**config.mk**
```make
export PLATFORM = sky130hd
export DESIGN_NAME = shdlc_rx_deframer
export DESIGN_NICKNAME = d
export VERILOG_FILES = /design/src/rtl/sdf_pkg.sv /design/src/rtl/shdlc_rx_deframer.sv /design/src/rtl/sdf_in_reg.sv /design/src/rtl/sdf_core.sv /design/src/rtl/sdf_out_reg.sv
export SDC_FILE = /design/constraint.sdc
export NUM_CORES = 1
export LEC_CHECK = 0
export ABC_AREA = 1
export BUFFER_PORTS_ARGS = -buffer_cell sky130_fd_sc_hd__buf_4
export CAP_MARGIN = 25
export CORE_MARGIN = 5
export CORE_UTILIZATION = 45
export CTS_CLUSTER_SIZE = 8
export DETAILED_ROUTE_END_ITERATION = 6
export GPL_ROUTABILITY_DRIVEN = 0
export SLEW_MARGIN = 15
export SYNTH_ARGS = -nofsm -noshare
export SYNTH_HDL_FRONTEND = slang
export SYNTH_SLANG_ARGS = --single-unit
export TNS_END_PERCENT = 100
```
**constraint.sdc**
```tcl
create_clock -name clk -period 3.33 [get_ports clk]
set_input_delay 0.4995 -clock clk [delete_from_list [all_inputs] [get_ports clk]]
set_output_delay 0.4995 -clock clk [all_outputs]
set_load 0.05 [all_outputs]
```
**src/rtl/sdf_pkg.sv**
```systemverilog
`timescale 1ns / 1ps
// ----------------------------------------------------------------------------
// sdf_pkg: shared types and constants of the framed receive deframer
// Byte codes of the framing, result kinds, verdict reasons and the result
// record that travels from the frame logic to the output register.
// ----------------------------------------------------------------------------
package sdf_pkg;

  // Default longest frame, in bytes, before the length counter wraps.
  localparam int unsigned MAX_FRAME_DEF = 2048;

  // Framing bytes.
  localparam logic [7:0] DELIM = 8'h7E;
  localparam logic [7:0] ESC   = 8'h7D;

  // Escaped codes and what they stand for.
  localparam logic [7:0] ESC_XON_CODE    = 8'h31;
  localparam logic [7:0] ESC_XON_VALUE   = 8'h11;
  localparam logic [7:0] ESC_XOFF_CODE   = 8'h33;
  localparam logic [7:0] ESC_XOFF_VALUE  = 8'h13;
  localparam logic [7:0] ESC_ESC_CODE    = 8'h5D;
  localparam logic [7:0] ESC_DELIM_CODE  = 8'h5E;

  // Result kinds.
  localparam logic KIND_BYTE    = 1'b0;
  localparam logic KIND_VERDICT = 1'b1;

  // Verdict reasons, in the order they are checked.
  localparam logic [1:0] REASON_OK    = 2'd0;
  localparam logic [1:0] REASON_STATE = 2'd1;
  localparam logic [1:0] REASON_START = 2'd2;
  localparam logic [1:0] REASON_SUM   = 2'd3;

  // One result item.
  typedef struct packed {
    logic        kind;
    logic [7:0]  byte_value;
    logic [10:0] byte_index;
    logic        frame_ok;
    logic [1:0]  fail_reason;
    logic [7:0]  frame_command;
    logic [11:0] frame_length;
    logic [7:0]  received_checksum;
    logic [7:0]  computed_checksum;
  } sdf_result_t;

endpackage

```
**src/rtl/shdlc_rx_deframer.sv**
```systemverilog
`timescale 1ns / 1ps
// A result item passes from the input register through the frame logic into
// the result register, and waits in either while the result side stalls.
// Throughput: one byte per cycle while results are taken; a waiting result
// stalls the frame logic, and in_ready drops once the input register is full.
// An escape byte is consumed without a result.
// Reset: synchronous, active low; clears the frame state and both valid flags.
// ----------------------------------------------------------------------------
// shdlc_rx_deframer: receive deframer for delimited serial frames
// Removes escapes, emits every stored byte with its index and a verdict on
// the state byte, start delimiter and checksum at each closing delimiter.
// ----------------------------------------------------------------------------
module shdlc_rx_deframer #(
  parameter int unsigned MAX_FRAME = sdf_pkg::MAX_FRAME_DEF
) (
  input  logic        clk,
  input  logic        rst_n,
  input  logic        in_valid,
  output logic        in_ready,
  input  logic [7:0]  in_rx_byte,
  output logic        out_valid,
  input  logic        out_ready,
  output logic        out_kind,
  output logic [7:0]  out_byte_value,
  output logic [10:0] out_byte_index,
  output logic        out_frame_ok,
  output logic [1:0]  out_fail_reason,
  output logic [7:0]  out_frame_command,
  output logic [11:0] out_frame_length,
  output logic [7:0]  out_received_checksum,
  output logic [7:0]  out_computed_checksum
);

  logic                 hold_valid;
  logic [7:0]           hold_byte;
  logic                 fire;
  logic                 can_load;
  logic                 res_valid;
  sdf_pkg::sdf_result_t res;
  sdf_pkg::sdf_result_t out_res;

  // A held byte is processed when the result register has room.
  assign fire = hold_valid && can_load;

  sdf_in_reg u_in_reg (
    .clk        (clk),
    .rst_n      (rst_n),
    .in_valid   (in_valid),
    .in_ready   (in_ready),
    .in_rx_byte (in_rx_byte),
    .hold_valid (hold_valid),
    .hold_byte  (hold_byte),
    .take       (fire)
  );

  sdf_core #(
    .MAX_FRAME (MAX_FRAME)
  ) u_core (
    .clk       (clk),
    .rst_n     (rst_n),
    .fire      (fire),
    .rx_byte   (hold_byte),
    .res_valid (res_valid),
    .res       (res)
  );

  sdf_out_reg u_out_reg (
    .clk       (clk),
    .rst_n     (rst_n),
    .load      (res_valid),
    .load_res  (res),
    .can_load  (can_load),
    .out_valid (out_valid),
    .out_ready (out_ready),
    .out_res   (out_res)
  );

  // Result fields onto their ports.
  assign out_kind              = out_res.kind;
  assign out_byte_value        = out_res.byte_value;
  assign out_byte_index        = out_res.byte_index;
  assign out_frame_ok          = out_res.frame_ok;
  assign out_fail_reason       = out_res.fail_reason;
  assign out_frame_command     = out_res.frame_command;
  assign out_frame_length      = out_res.frame_length;
  assign out_received_checksum = out_res.received_checksum;
  assign out_computed_checksum = out_res.computed_checksum;

endmodule

```
**src/rtl/sdf_in_reg.sv**
```systemverilog
`timescale 1ns / 1ps
// ----------------------------------------------------------------------------
// sdf_in_reg: input register of the deframer
// Holds one received byte until the frame logic takes it; takes a new item
// in the same cycle that the held one moves on.
// ----------------------------------------------------------------------------
module sdf_in_reg (
  input  logic       clk,
  input  logic       rst_n,
  input  logic       in_valid,
  output logic       in_ready,
  input  logic [7:0] in_rx_byte,
  output logic       hold_valid,
  output logic [7:0] hold_byte,
  input  logic       take
);

  logic       valid_r;
  logic       valid_nxt;
  logic [7:0] byte_r;

  // The register is free when empty or when its item leaves this cycle.
  assign in_ready  = !valid_r || take;
  assign valid_nxt = (in_valid && in_ready) || (valid_r && !take);

  always_ff @(posedge clk) begin
    if (!rst_n) begin
      valid_r <= 1'b0;
    end else begin
      valid_r <= valid_nxt;
    end
  end

  // Payload needs no reset.
  always_ff @(posedge clk) begin
    if (in_valid && in_ready) begin
      byte_r <= in_rx_byte;
    end
  end

  assign hold_valid = valid_r;
  assign hold_byte  = byte_r;

endmodule

```
**src/rtl/sdf_core.sv**
```systemverilog
`timescale 1ns / 1ps
// ----------------------------------------------------------------------------
// sdf_core: frame state and per-byte decoding
// Undoes escapes, tracks length, key bytes and the running sum, and forms
// either a stored-byte item or an end-of-frame verdict for each non-escape byte taken.
// ----------------------------------------------------------------------------
module sdf_core #(
  parameter int unsigned MAX_FRAME = sdf_pkg::MAX_FRAME_DEF
) (
  input  logic                clk,
  input  logic                rst_n,
  input  logic                fire,
  input  logic [7:0]          rx_byte,
  output logic                res_valid,
  output sdf_pkg::sdf_result_t res
);

  localparam int unsigned HW = $clog2(MAX_FRAME);
  localparam logic [HW-1:0] LAST_INDEX = HW'(MAX_FRAME - 1);
  localparam logic [HW-1:0] SHORT_LIMIT = HW'(4);

  logic [HW-1:0] held_r, held_nxt;
  logic          esc_r, esc_nxt;
  logic [7:0]    first_r, first_nxt;
  logic [7:0]    cmd_r, cmd_nxt;
  logic [7:0]    dev_state_r, dev_state_nxt;
  logic [7:0]    prev_r, prev_nxt;
  logic [7:0]    sum_r, sum_nxt;

  logic [7:0]    plain_byte;
  logic [7:0]    calc_sum;
  logic [1:0]    reason;

  // Translate an escaped byte.
  always_comb begin
    plain_byte = rx_byte;
    if (esc_r) begin
      case (rx_byte)
        sdf_pkg::ESC_XON_CODE:   plain_byte = sdf_pkg::ESC_XON_VALUE;
        sdf_pkg::ESC_XOFF_CODE:  plain_byte = sdf_pkg::ESC_XOFF_VALUE;
        sdf_pkg::ESC_ESC_CODE:   plain_byte = sdf_pkg::ESC;
        sdf_pkg::ESC_DELIM_CODE: plain_byte = sdf_pkg::DELIM;
        default:                 plain_byte = rx_byte;
      endcase
    end
  end

  // The sum holds bytes up to the checksum; take the checksum back out.
  assign calc_sum = ~(sum_r - prev_r);

  // First failing check wins.
  always_comb begin
    if (dev_state_r != 8'h00) begin
      reason = sdf_pkg::REASON_STATE;
    end else if (first_r != sdf_pkg::DELIM) begin
      reason = sdf_pkg::REASON_START;
    end else if (calc_sum != prev_r) begin
      reason = sdf_pkg::REASON_SUM;
    end else begin
      reason = sdf_pkg::REASON_OK;
    end
  end

  // Next state and result of the byte being taken.
  always_comb begin
    held_nxt      = held_r;
    esc_nxt       = esc_r;
    first_nxt     = first_r;
    cmd_nxt       = cmd_r;
    dev_state_nxt = dev_state_r;
    prev_nxt      = prev_r;
    sum_nxt       = sum_r;
    res_valid     = 1'b0;
    res           = '0;
    if (fire) begin
      if (rx_byte == sdf_pkg::DELIM) begin
        esc_nxt = 1'b0;
        if (held_r > SHORT_LIMIT) begin
          // Closing delimiter: emit the verdict and start over.
          res_valid             = 1'b1;
          res.kind              = sdf_pkg::KIND_VERDICT;
          res.byte_value        = sdf_pkg::DELIM;
          res.byte_index        = 11'(held_r);
          res.frame_ok          = (reason == sdf_pkg::REASON_OK);
          res.fail_reason       = reason;
          res.frame_command     = cmd_r;
          res.frame_length      = 12'({1'b0, held_r} + {{HW{1'b0}}, 1'b1});
          res.received_checksum = prev_r;
          res.computed_checksum = calc_sum;
          held_nxt              = '0;
        end else begin
          // Too short to be a frame: restart with this delimiter at index 0.
          res_valid      = 1'b1;
          res.kind       = sdf_pkg::KIND_BYTE;
          res.byte_value = sdf_pkg::DELIM;
          res.byte_index = '0;
          first_nxt      = sdf_pkg::DELIM;
          sum_nxt        = 8'h00;
          prev_nxt       = sdf_pkg::DELIM;
          held_nxt       = HW'(1);
        end
      end else if (rx_byte == sdf_pkg::ESC) begin
        esc_nxt = 1'b1;
      end else begin
        // Ordinary byte: store it at the current index.
        esc_nxt        = 1'b0;
        res_valid      = 1'b1;
        res.kind       = sdf_pkg::KIND_BYTE;
        res.byte_value = plain_byte;
        res.byte_index = 11'(held_r);
        if (held_r == '0) begin
          first_nxt = plain_byte;
          sum_nxt   = 8'h00;
        end else begin
          sum_nxt = sum_r + plain_byte;
        end
        if (held_r == HW'(2)) begin
          cmd_nxt = plain_byte;
        end
        if (held_r == HW'(3)) begin
          dev_state_nxt = plain_byte;
        end
        prev_nxt = plain_byte;
        if (held_r == LAST_INDEX) begin
          held_nxt = '0;
        end else begin
          held_nxt = held_r + HW'(1);
        end
      end
    end
  end

  // Frame state registers.
  always_ff @(posedge clk) begin
    if (!rst_n) begin
      held_r      <= '0;
      esc_r       <= 1'b0;
      first_r     <= 8'h00;
      cmd_r       <= 8'h00;
      dev_state_r <= 8'h00;
      prev_r      <= 8'h00;
      sum_r       <= 8'h00;
    end else begin
      held_r      <= held_nxt;
      esc_r       <= esc_nxt;
      first_r     <= first_nxt;
      cmd_r       <= cmd_nxt;
      dev_state_r <= dev_state_nxt;
      prev_r      <= prev_nxt;
      sum_r       <= sum_nxt;
    end
  end

`ifndef SYNTH
  // An escape byte is consumed silently and leaves an escape pending.
  a_esc_silent: assert property (@(posedge clk) disable iff (!rst_n)
    fire && rx_byte == sdf_pkg::ESC |-> !res_valid ##1 esc_r)
    else $error("escape byte produced an item or was lost");

  // A delimiter always clears a pending escape.
  a_delim_clears_esc: assert property (@(posedge clk) disable iff (!rst_n)
    fire && rx_byte == sdf_pkg::DELIM |=> !esc_r)
    else $error("escape pending after delimiter");

  // A verdict always leaves an empty frame.
  a_verdict_empties: assert property (@(posedge clk) disable iff (!rst_n)
    res_valid && res.kind == sdf_pkg::KIND_VERDICT |=> held_r == '0)
    else $error("frame length not cleared after verdict");

  // A restart delimiter leaves exactly one byte held.
  a_restart_one: assert property (@(posedge clk) disable iff (!rst_n)
    res_valid && res.kind == sdf_pkg::KIND_BYTE && res.byte_value == sdf_pkg::DELIM
    && !esc_r && rx_byte == sdf_pkg::DELIM |=> held_r == HW'(1) && first_r == sdf_pkg::DELIM)
    else $error("restart did not start a new frame");
`endif

endmodule

```
**src/rtl/sdf_out_reg.sv**
```systemverilog
`timescale 1ns / 1ps
// ----------------------------------------------------------------------------
// sdf_out_reg: result register of the deframer
// Holds one result item for the receiver; loads a new one when empty or
// when the held item is taken in the same cycle.
// ----------------------------------------------------------------------------
module sdf_out_reg (
  input  logic                 clk,
  input  logic                 rst_n,
  input  logic                 load,
  input  sdf_pkg::sdf_result_t load_res,
  output logic                 can_load,
  output logic                 out_valid,
  input  logic                 out_ready,
  output sdf_pkg::sdf_result_t out_res
);

  logic                 valid_r;
  logic                 valid_nxt;
  sdf_pkg::sdf_result_t res_r;

  // Room when empty or when the held item leaves this cycle.
  assign can_load  = !valid_r || out_ready;
  assign valid_nxt = load || (valid_r && !out_ready);

  always_ff @(posedge clk) begin
    if (!rst_n) begin
      valid_r <= 1'b0;
    end else begin
      valid_r <= valid_nxt;
    end
  end

  // Payload needs no reset.
  always_ff @(posedge clk) begin
    if (load) begin
      res_r <= load_res;
    end
  end

  assign out_valid = valid_r;
  assign out_res   = res_r;

endmodule

```
Word level (Yosys, flattened, before mapping)
Cells that the tools add are included.

operators by class
  shifts and indexed selects = 0
  reductions and logical operators = 22
  equality and inequality tests = 13
  div/mod/pow operators = 0
  mux-type cells = 27
  magnitude comparators = 1
  $mul = 0
  bitwise operators = 3
  add/subtract/negate cells = 4

operator list
  cell                                                    count
  two-way mux 8 bit                                       11
  two-way mux 20 bit                                      2
  two-way mux 11 bit                                      3
  == test 8 x 7 -> 1 bit (second input constant)          4
  one-hot mux 8 bit (4 select lines)                      1
  == test 11 x 2 -> 1 bit (second input constant)         2
  two-way mux 19 bit                                      1
  == test 8 x 6 -> 1 bit (second input constant)          2
  adder 11 x 1 -> 12 bit (second input constant)          1
  AND reduction 4 bit                                     3
  adder 11 x 1 -> 11 bit (second input constant)          1
  == test 11 bit (second input constant)                  1
  > comparator 11 x 3 -> 1 bit (second input constant)    1
  logical NOT 11 bit                                      1
  adder 8 bit                                             1
  inequality test 8 x 7 -> 1 bit (second input constant)  1
  inequality test 8 bit                                   1
  inverter 8 bit                                          1
  nonzero test 8 bit                                      1
  subtractor 8 bit                                        1
  two-way mux 1 bit                                       6
  two-way mux 2 bit                                       3
  AND reduction 3 bit                                     2
  logical AND 1 bit                                       4
  8 further kinds                                         15

word-level totals
  latch bits = 0
  register bits = 121
  memory bits (read-only) = 0
  logic and storage cells = 89
  memories kept = 0
  memory bits (writable) = 0
  input port bits = 12

Longest topological paths before layout
Gate-level depths: netlist of the first run.

  word-level depth = 7
  depth in mapped cells = 15
  depth with buffers taken out = 15

Hierarchy
A second synthesis of the first run with hierarchy kept.

second synthesis, totals
  cells, all modules = 630
  area total of the unflattened synthesis = 5,858.1 µm²

modules (own cells, without submodules)
  module             cells each  times used  area each (µm²)
  sdf_core           548         1           3,741.1
  sdf_out_reg        65          1           1,818.0
  sdf_in_reg         15          1           291.5
  shdlc_rx_deframer  2           1           7.5

Least setup slack after synthesis of the first run
No wires, ideal clock.

  kind = register -> register
  start = register u_out_reg.valid_r (netlist: u_out_reg.out_valid)
  end = register u_core.cmd_r[4]
  setup time = 0.117 ns
  arrival time = 1.958 ns
  period minus slack after synthesis = 2.075 ns
  buffers on the path = 1
  cell stages (with the launch flop) = 12
  setup slack = 1.255 ns
  cell sequence = dfxtp_1 -> nand2_1 -> nand2_1 -> inv_2 -> nand2_4 -> inv_4 -> nand2_4 -> inv_2 -> nand3_2 -> buf_4 -> o21ai_1 -> a21oi_1

on the way
  cells in the longest elaborated chain, start to end = 4

ends and longest elaborated chain
  item                           RTL line                 source
  start: declaration             sdf_out_reg.sv:18        logic valid_r;
  start signal: assignment       sdf_out_reg.sv:30        valid_r <= valid_nxt;
  logical NOT 1 bit              sdf_out_reg.sv:23        assign can_load = !valid_r || out_ready;
  logical OR 1 bit               sdf_out_reg.sv:23
  logical AND 1 bit              shdlc_rx_deframer.sv:43  assign fire = hold_valid && can_load;
  AND reduction 4 bit (no line)  -
  end signal: assignment         sdf_core.sv:147          cmd_r <= cmd_nxt;
  end: declaration               sdf_core.sv:25           logic [7:0] cmd_r, cmd_nxt;

Every way passes these cells.
A chain may end at the register's enable or synchronous reset.

Worst setup path after layout of the first run
  start = register u_in_reg.byte_r[0] (netlist: u_in_reg.hold_byte[0])
  end = register u_core.first_r[4]

on the way
  cells in the longest elaborated chain, start to end = 6
  elaborated cells on any way between the ends = 15
  those cells by class = eq/ne (8); mux (5); reduce/logical (2)

ends and longest elaborated chain
  item                                                                     RTL line          source
  start: declaration                                                       sdf_in_reg.sv:20  logic [7:0] byte_r;
  start signal: assignment                                                 sdf_in_reg.sv:37  byte_r <= in_rx_byte;
  == test 8 x 7 -> 1 bit / == test 8 x 6 -> 1 bit (equally long branches)  sdf_core.sv:38    case (rx_byte)
  one-hot mux 8 bit (4 select lines)                                       sdf_core.sv:38
  two-way mux 8 bit                                                        sdf_core.sv:37    if (esc_r) begin
  two-way mux 8 bit                                                        sdf_core.sv:111   if (held_r == '0) begin
  two-way mux 8 bit                                                        sdf_core.sv:102   end else if (rx_byte == sdf_pkg::ESC) begin
  two-way mux 8 bit                                                        sdf_core.sv:76    if (rx_byte == sdf_pkg::DELIM) begin
  end signal: assignment                                                   sdf_core.sv:146   first_r <= first_nxt;
  end: declaration                                                         sdf_core.sv:24    logic [7:0] first_r, first_nxt;

Parallel ways exist; a longest one is shown, timed or not. The select of a mux whose other input is x is not followed.

==> flow_summary.yaml, run 1 <==
finish:
  syn2layout_area_growth_pct: 21.52
  diodes: 0
  multi_input_area_sq_um: 1998
  fin_cells: 845
  final_common_cell: "nand2_1"
  drive_above_1_share_pct: 21.12
  n_fill_cell: 1085
  regArea_sq_um: 3093
  layout.nets: 695
  final_cell_mix: "88 x nand2_1, 75 x buf_4, 73 x nor2_1"
synthesis:
  yosys_warnings: 0
  synthArstFlopShare_pct: 0
  postSynthCellCount: 591
  ys_types: 44
  syn-num-nets: 622
  netlist_area_sq_um: 5540
  yosys.area.top_type: "edfxtp_1"
  ys_dominant_reg_cell: "edfxtp_1"
  ys_seq_elements: 121
  synth_area_leaders: "edfxtp_1 36%, dfxtp_1 20%, nand2_1 6.0%"
  yosysTopAreaCellShare_pct: 36.31
  synth.avg_cell_area_sq_um: 9.374
  synth_edf_count: 67
  synth_seq_area_share_pct: 55.83
timing:
  max-slew-margin-rel_pct: 58.74
  fin_ws_ns: 0.9894
  setup_violations: 0
  fin_crit_sh_pct: 70.29
  tns_ns: 0
  clock_skew_ns: 0.008145
  worst_pin_slew_ns: 0.6189
  hold_viol: 0
  hold_slack_ns: 0.2582
  finalCriticalPeriod_ns: 2.341
  rsz0062_at_grt: "no"
  fmax_mhz: 427.2
  maxSlewViolCount: 0
placement:
  hpwl_microns: 9194
  io_buffers: 72
  dpl.cell_count: 813
  dp_slack_ns: 0.9303
worst_setup_path:
  endpoint_kind: "register"
  max_stage_delay_ns: 0.55
  startpoint: "u_in_reg.hold_byte[0]"
  cp.arrival_ns: 2.67
  start_kind: "register"
  worstPathCellList: "nand3_1 > nor2_2 > nand2_2 > nand2_4 > inv_4 > nand2_4 > o21ai_4 > nand2_2 > inv_2 > nand2_1 > a21oi_1"
  critical_path.reg2reg.startpoint: "u_in_reg.hold_byte[0]"
  slowest_stage: "edfxtp_1"
  path_class: "reg -> reg"
  crit_required_ns: 3.66
  worstPathMaxFanout: 22
outcome:
  status: "finished, final reports clean"
global_route:
  grt_max_degree: 49
  grtUsageMet2_pct: 26.12
  grt_overflow: 0
  met3_usage_pct: 4.615
  antenna_found_initial: 0
  grt_usage_pct: 18.17
  grt_pass1_wl_microns: 20780
  grt_pass1_vias: 4059
  busiest_layer: "met2"
  use_met1_pct: 25.76
power_and_ir_drop:
  power_density_nw_per_um2: 573.0
  ir_drop_v: 0.0002868
  combPwrFrac_pct: 13.0
  p_sw_share_pct: 27.05
  p_leak_uw: 0.002799
  internal_power_uw: 2814
  seq_power_share_pct: 43.8
  pwr-share-clk_pct: 43.2
  power_switching_uw: 1043
die:
  die_h_microns: 121.0
  ios: 73
  die_area_sq_um: 14630
  initial_core_util_pct: 45.93
  die_width_microns: 121.0
  coreArea_sq_um: 12060
  num_rows: 40
detailed_routing:
  num_vias: 4272
  initialDrtViolationCount: 291
  ant_nets: 0
  drc: 0
  wl_per_cell_microns: 14.82
  firstDrtPassIters: 4
  via_per_inst: 5.056
  routed_wl_microns: 12530
clocking:
  post_cts_resized: 0
  clk_pin_slew_ns: 0.06
  clk_latency_ns: 0.41
  root_buffer: "clkbuf_16"
  tritoncts: "yes"
  cts_buffers: 17
  cts.path.max_buffers: 2
  clock_sinks: 121
  hold_buffers: 0
  post_cts_buffers: 0
  htreeDepth: 4
worst_hold_path:
  min-delay-start: "in_rx_byte[1]"
  hold_class: "in -> reg"
run:
  cap_violations: 0
## flip-flops by register name, summed over array words and instances (netlist names)
| register | cells |
|---|---|
| u_core.cmd_r | 8 |
| u_core.dev_state_r | 8 |
| u_core.esc_r | 1 |
| u_core.first_r | 8 |
| u_core.held_r | 11 |
| u_core.prev_r | 8 |
| u_core.sum_r | 8 |
| u_in_reg.hold_byte | 8 |
| u_in_reg.hold_valid | 1 |
| u_out_reg.out_res | 59 |
| u_out_reg.out_valid | 1 |
## final cells by class
class	count	area share, %
inverter	86	4.869
sequential	121	45.94
clock buffer	20	6.486
clock inverter	12	1.542
multi-input combinational	363	29.68
tap	168	3.122
timing repair buffer	75	8.363
## cell usage after synthesis, types with 2 or more instances
master / instances
nand3_1: 26
nand4_1: 9
nand3_2: 5
nand2_1: 88
nor2_1: 73
xor2_1: 11
o21ai_1: 6
xnor2_1: 4
nor4_4: 2
edfxtp_1: 67
buf_2: 3
ha_1: 17
dfxtp_1: 54
nor4_1: 3
inv_1: 69
a21oi_1: 51
nand2_4: 2
o21ai_0: 25
or2_2: 3
inv_2: 14
nor3_1: 10
o22ai_1: 9
fa_1: 2
clkbuf_1: 13
inv_4: 2
nand2_2: 4
nor2_2: 2
## metal layers
layer / vias to the layer above / routed length (microns)
met3: 16 / 773
met2: 141 / 5387
met1: 1997 / 6155
met5: - / 0
li1: 2118 / -
met4: 0 / 209
## power groups by stage
stage	clock, uW	sequential (uW)	combinational, uW
CTS	1690	1690	504
detailed placement	0	1720	500
global route	1760	1700	561
floorplan	0	1800	295
finish	1670	1690	501
global placement	0	1720	495
## per-stage QoR
| stage | utilization, % | instance area (sq um) | total power [uW] |
|---|---|---|---|
| global route | 55.82 | 6733 | 4016 |
| global placement | 51.34 | 6192 | 2212 |
| CTS | 55.82 | 6733 | 3887 |
| floorplan | - | 5540 | 2095 |
| detailed placement | 51.34 | 6192 | 2219 |
| finish | 55.82 | 6733 | 3858 |
## worst max-delay path, delay by kind of cell, from the launching register on
kind            cells  cell delay (ns)
buf+inv             2             0.40
compound gates      2             0.37
simple gates        7             0.92
flops               1             0.55
## path summary, 6_finish.rpt
check	to	slack, ns	cells after the start
max	u_core.first_r[4]	0.99	11
min	u_in_reg.hold_byte[1]	0.26	1
max reg2reg	u_core.first_r[4]	0.99	11
min reg2reg	u_core.dev_state_r[5]	0.45	2
## kinds of logic (layout without fill, tap and decap cells)
group,count (synthesis),count (layout),share of synthesized area (%)
AO/OA/AOI/OAI,96,96,9.259
XOR/XNOR,15,15,2.371
adder cells (fa/ha/maj),19,19,4.562
buffers and inverters,107,193,8.107
flip-flops,121,121,55.83
AND/OR/NAND/NOR,233,233,19.87
(Power assumes the default switching activity.)
==> run 2, diff against run 1 <==
Settings changed: ABC_AREA 1 to 0.
Clock period 3.33 ns to 2.2 ns, I/O delays scaled along.
==> run 2 against run 1 <==
The flow now finishes with violations (negative setup slack). Total power is 53% higher. Design area up 12%. Sequential cell count stayed put. Critical path depth fell by 1. Global-route usage up 0.21 points. Clock power increased by 54%. Non-clock buffer count increased by 79. Setup slack worse by 1.3 ns. Routed wire length is 3.0% higher. Sequential share of layout area shrank 4.9 points. Synthesized cell count is 14% lower.
==> flow_summary.yaml, run 2 <==
finish:
  largest_reg_flops: 59
  diodes: 0
  drive_above_1_share_pct: 34.08
  final_common_cell: "buf_4"
  syn2layout_area_growth_pct: 35.94
  final_cell_mix: "151 x buf_4, 67 x edfxtp_1, 65 x nor2_1"
  fin_cells: 834
  layout.nets: 684
global_route:
  grt_overflow: 0
  grt_pass1_vias: 4221
  grtUsageMet2_pct: 30.91
  grt_pass1_wl_microns: 20970
  grt_usage_pct: 18.38
  met3_usage_pct: 6.107
  antenna_found_initial: 0
  grt_max_degree: 36
  use_met1_pct: 22.57
  busiest_layer: "met2"
placement:
  dpl.cell_count: 792
  io_buffers: 72
  hpwl_microns: 9283
timing:
  rsz0062_at_grt: "yes"
  fin_crit_sh_pct: 116.4
  max-slew-margin-rel_pct: 65.62
  fmax_mhz: 390.6
  setup_violations: 3
  clock_skew_ns: 0.007053
  maxSlewViolCount: 0
  hold_viol: 0
  hold_slack_ns: 0.09350
  worst_pin_slew_ns: 0.5158
  finalCriticalPeriod_ns: 2.560
  fin_ws_ns: -0.3604
die:
  die_width_microns: 121.0
  num_rows: 40
  ios: 73
  die_h_microns: 121.0
  coreArea_sq_um: 12060
  initial_core_util_pct: 46.01
  die_area_sq_um: 14650
detailed_routing:
  routed_wl_microns: 12910
  drc: 0
  wl_per_cell_microns: 15.48
  initialDrtViolationCount: 271
  num_vias: 4212
  via_per_inst: 5.050
  firstDrtPassIters: 4
  ant_nets: 0
worst_setup_path:
  path_class: "reg -> reg"
  worstPathCellList: "inv_2 > ha_4 > inv_2 > fa_2 > a211oi_2 > o21bai_4 > xnor3_1 > nand3_2 > or4_4 > o21ba_1"
  max_stage_delay_ns: 0.54
  crit_top_cell: "inv_2"
  rr_worst_depth: 10
  slowest_stage: "or4_4"
  endpoint_kind: "register"
  start_kind: "register"
  crit_required_ns: 2.36
  worstPathMaxFanout: 2
  cp.arrival_ns: 2.73
synthesis:
  synth_area_leaders: "edfxtp_1 36%, dfxtp_1 19%, nor2_1 4.5%"
  yosys.area.top_type: "edfxtp_1"
  synth-simple-area-share_pct: 17.88
  netlist_area_sq_um: 5549
  synth_edf_count: 67
  synth-xor-area-share_pct: 4.532
  ys_seq_elements: 121
  synth.avg_cell_area_sq_um: 10.92
  synth_top_family_by_area: "simple AND/OR/NAND/NOR gates"
  synth_seq_area_share_pct: 55.74
  synth_fa_ha_area_share_pct: 4.735
  ys_types: 65
  yosysMostFrequentCell: "edfxtp_1"
  synthMuxAreaShare_pct: 1.804
  postSynthCellCount: 508
  yosys_warnings: 0
  synth_compound_area_share_pct: 11.57
  synthArstFlopShare_pct: 0
  yosysTopAreaCellShare_pct: 36.26
  synth_common_cells: "67 x edfxtp_1, 66 x nor2_1, 54 x dfxtp_1"
  ys_dominant_reg_cell: "edfxtp_1"
  syn-num-nets: 539
power_and_ir_drop:
  total_power_uw: 5905
  ir_drop_v: 0.0004840
  p_leak_uw: 0.002990
  power_density_nw_per_um2: 782.9
clocking:
  htreeDepth: 4
  clk_pin_slew_ns: 0.05
  cts_buffers: 17
  clock_sinks: 121
  root_buffer: "clkbuf_16"
  clk_latency_ns: 0.41
  tritoncts: "yes"
  hold_buffers: 0
  cts.path.max_buffers: 2
outcome:
  status: "finished with violations"
  violations: "negative setup slack"
worst_hold_path:
  worstHoldPathCells: 1
  hold_class: "in -> reg"
run:
  cap_violations: 0
==> run 2: changes by cell type in the layout (fill, tap and decap cells not counted), sizes merged, moves of 6 or more <==
| cell | previous run | this run |
|---|---|---|
| o22ai | 9 | 1 |
| nand4 | 10 | 1 |
| nand3 | 31 | 25 |
| nand2 | 94 | 27 |
| a21oi | 51 | 22 |
| and2 | 0 | 30 |
| xnor2 | 4 | 17 |
| nor2 | 76 | 68 |
| mux2i | 0 | 10 |
| buf | 75 | 154 |
| inv | 85 | 23 |
| xor2 | 11 | 4 |
==> run 2: final timing paths <==
check,start,end,slack [ns]
setup / recovery,u_core.sum_r[0],u_out_reg.out_res[37],-0.36
hold / removal,in_rx_byte[6],u_in_reg.hold_byte[6],0.09
setup reg to reg,u_core.sum_r[0],u_out_reg.out_res[37],-0.36
hold reg to reg,u_core.first_r[0],u_core.first_r[0],0.47
==> run 2: what timing repair did <==
action / 4_1_cts / 5_1_grt
setup buffers: 8 / 2
pin swaps: 7 / 13
resized for setup: 10 / 20
setup endpoints to repair: 4 / 8
==> run 2: per-layer routing <==
layer,wire length (microns),up-vias
li1,-,2092
met1,5674,2013
met2,6356,93
met3,708,14
met4,168,0
met5,0,-
==> run 2: critical path, delay by kind of cell, from the launching register on <==
kind | cells | cell delay [ns]
XOR/XNOR | 1 | 0.18
flip-flops | 1 | 0.32
AO/OA/AOI/OAI | 3 | 0.59
adder cells (fa/ha/maj) | 2 | 0.50
AND/OR/NAND/NOR | 2 | 0.64
buffers and inverters | 2 | 0.10
==> run 2: power by group <==
group          total (uW)  internal (uW)  switching, uW
sequential           2510           2470           43.3
clock                2570           1630            939
combinational         825            349            476
==> run 2: final cells by class <==
| class | instances | area [sq um] |
|---|---|---|
| Tap cell | 168 | 210.2 |
| Multi-Input combinational cell | 336 | 2421 |
| Clock buffer | 24 | 481.7 |
| Clock inverter | 8 | 70.07 |
| Sequential cell | 121 | 3095 |
| Timing Repair Buffer | 154 | 1176 |
| Fill cell | 958 | 4518 |
| Inverter | 23 | 88.84 |
==> run 2: kinds of logic (layout without fill, tap and decap cells) <==
group / after synthesis / count (layout)
AO/OA/AOI/OAI: 94 / 94
XOR/XNOR: 24 / 24
adder cells (fa/ha/maj): 20 / 20
buffers and inverters: 51 / 209
flip-flops: 121 / 121
multiplexers: 10 / 10
AND/OR/NAND/NOR: 188 / 188
==> run 2: through the flow <==
stage | instance area [sq um] | util [%] | setup TNS [ns] | worst slack [ns]
global route | 7543 | 62.54 | -1.469 | -0.5059
detailed placement | 6775 | 56.17 | -1.024 | -0.4210
global placement | 6775 | 56.17 | -0.6542 | -0.3330
finish | 7543 | 62.54 | -0.9637 | -0.3604
floorplan | 5588 | - | -0.3522 | -0.2720
CTS | 7438 | 61.67 | -0.9299 | -0.3420
==> run 3, diff against run 2 <==
Settings changed: SKIP_LAST_GASP set to 1.
==> run 3 against run 2 <==
The flow still finishes with violations (negative setup slack). Largest power group unchanged. Sequential power barely moved. Design area is 0.13% lower. Sequential cell count is the same. Critical endpoint unchanged. Critical path depth stayed put. Clock-buffer cell count unchanged. Utilization is 0.083 points lower. Via count is 1.0% higher. Total power shrank 0.10%. Final cell count stayed put. Routed wire length hardly changed. Fmax down 0.25%.
==> flow_summary.yaml, run 3 (same netlist as run 2, synthesis figures left out) <==
worst_setup_path:
  crit_top_cell: "inv_2"
  start_kind: "register"
  cp.arrival_ns: 2.73
  endpoint_kind: "register"
  worstPathMaxFanout: 2
  crit_family: "simple AND/OR/NAND/NOR gates"
  max_stage_delay_ns: 0.53
  slowest_stage: "or4_4"
  cp_num_buf_inv: 2
  worstPathCellList: "inv_2 > ha_4 > inv_2 > fa_2 > a211oi_2 > o21bai_4 > xnor3_1 > nand3_2 > or4_4 > o21ba_1"
  crit_required_ns: 2.36
  path_class: "reg -> reg"
detailed_routing:
  num_vias: 4254
  wl_met2_microns: 6361
  drc: 0
  dr.max_layer_used: "met4"
  firstDrtPassIters: 4
  wl_met3_microns: 777
  routed_wl_microns: 12900
  initialDrtViolationCount: 279
  wl_met1_microns: 5578
  ant_nets: 0
  wl_per_cell_microns: 15.47
  via_per_inst: 5.101
die:
  initial_core_util_pct: 46.01
  die_h_microns: 121.0
  die_width_microns: 121.0
  ios: 73
  die_area_sq_um: 14650
  num_rows: 40
  coreArea_sq_um: 12060
global_route:
  grt_usage_pct: 18.38
  grt_pass1_vias: 4221
  antenna_found_initial: 0
  grt_max_degree: 36
  grt_overflow: 0
  grt_pass1_wl_microns: 20970
timing:
  maxSlewViolCount: 0
  rsz0062_at_grt: "yes"
  clock_skew_ns: 0.007578
  fmax_mhz: 389.6
  fin_ws_ns: -0.3668
  finalCriticalPeriod_ns: 2.567
  max-slew-margin-rel_pct: 68.76
  hold_slack_ns: 0.09382
  hold_viol: 0
  setup_violations: 3
  worst_pin_slew_ns: 0.4686
  fin_crit_sh_pct: 116.7
clocking:
  clock_sinks: 121
  clk_latency_ns: 0.41
  tritoncts: "yes"
  clk_pin_slew_ns: 0.05
  root_buffer: "clkbuf_16"
  cts_buffers: 17
  htreeDepth: 4
  hold_buffers: 0
  cts.path.max_buffers: 2
power_and_ir_drop:
  total_power_uw: 5899
  p_leak_uw: 0.002989
  power_density_nw_per_um2: 783.1
  ir_drop_v: 0.0004824
finish:
  final_common_cell: "buf_4"
  diodes: 0
  drive_above_1_share_pct: 33.93
  largest_reg_flops: 59
  layout.nets: 684
  final_cell_mix: "152 x buf_4, 67 x edfxtp_1, 65 x nor2_1"
  syn2layout_area_growth_pct: 35.76
placement:
  dp_slack_ns: -0.4210
  io_buffers: 72
  hpwl_microns: 9283
run:
  cap_violations: 0
outcome:
  status: "finished with violations"
  violations: "negative setup slack"
worst_hold_path:
  hold_class: "in -> reg"
==> run 3: changes by cell type in the layout (fill, tap and decap cells not counted) <==
| cell | previous run | this run |
|---|---|---|
| buf_6 | 2 | 1 |
| o2111ai_1 | 1 | 2 |
| o2111ai_2 | 1 | 0 |
| buf_4 | 151 | 152 |
==> run 3: routing by layer <==
layer / vias up / GRT usage, %
met2: 118 / 30.91
met3: 16 / 6.107
li1: 2092 / -
met4: 0 / 5.099
met5: - / 0
met1: 2028 / 22.57
==> run 3: worst paths after layout <==
kind,depth (start not counted),to,slack [ns],start
setup / recovery,10,u_out_reg.out_res[37],-0.37,u_core.sum_r[0]
hold / removal,1,u_in_reg.hold_byte[6],0.09,in_rx_byte[6]
setup reg to reg,10,u_out_reg.out_res[37],-0.37,u_core.sum_r[0]
hold reg to reg,2,u_core.first_r[3],0.47,u_core.first_r[3]
==> run 3: what timing repair did <==
| item | CTS | global route |
|---|---|---|
| buffers inserted | 8 | 2 |
| cloned | 0 | 0 |
| setup endpoints to repair | 4 | 8 |
| resized for setup | 10 | 18 |
| pin swaps | 7 | 12 |
==> run 3: where the power goes <==
group | total [uW] | internal (uW) | switching (uW)
Sequential | 2510 | 2470 | 43.1
Combinational | 825 | 349 | 476
Clock | 2560 | 1630 | 934
Total | 5900 | 4450 | 1450
==> run 3: worst register-to-register path: stages (launching register included) <==
cell and delay (ns):
dfxtp_2 0.32, inv_2 0.07, ha_4 0.13, inv_2 0.03
fa_2 0.37, a211oi_2 0.24, o21bai_4 0.17, xnor3_1 0.18
nand3_2 0.10, or4_4 0.54, o21ba_1 0.19
==> run 3: area by class of cell <==
type / instances / area [sq um]
repair buffers: 154 / 1172
multi-input cells: 336 / 2415
inverters: 23 / 88.84
flip-flops and latches: 121 / 3095
well taps: 168 / 210.2
fillers: 958 / 4528
clock buffers: 24 / 481.7
clock inverters: 8 / 70.07
==> run 3: through the flow <==
step	cell area (sq um)	utilization (%)	cells	setup TNS (ns)
2_1_floorplan	5588	-	508	-0.3522
3_3_place_gp	6775	56.17	792	-0.6542
3_5_place_dp	6775	56.17	792	-1.024
4_1_cts	7438	61.67	832	-0.9299
5_1_grt	7533	62.46	834	-1.555
6_report	7533	62.46	834	-0.9820
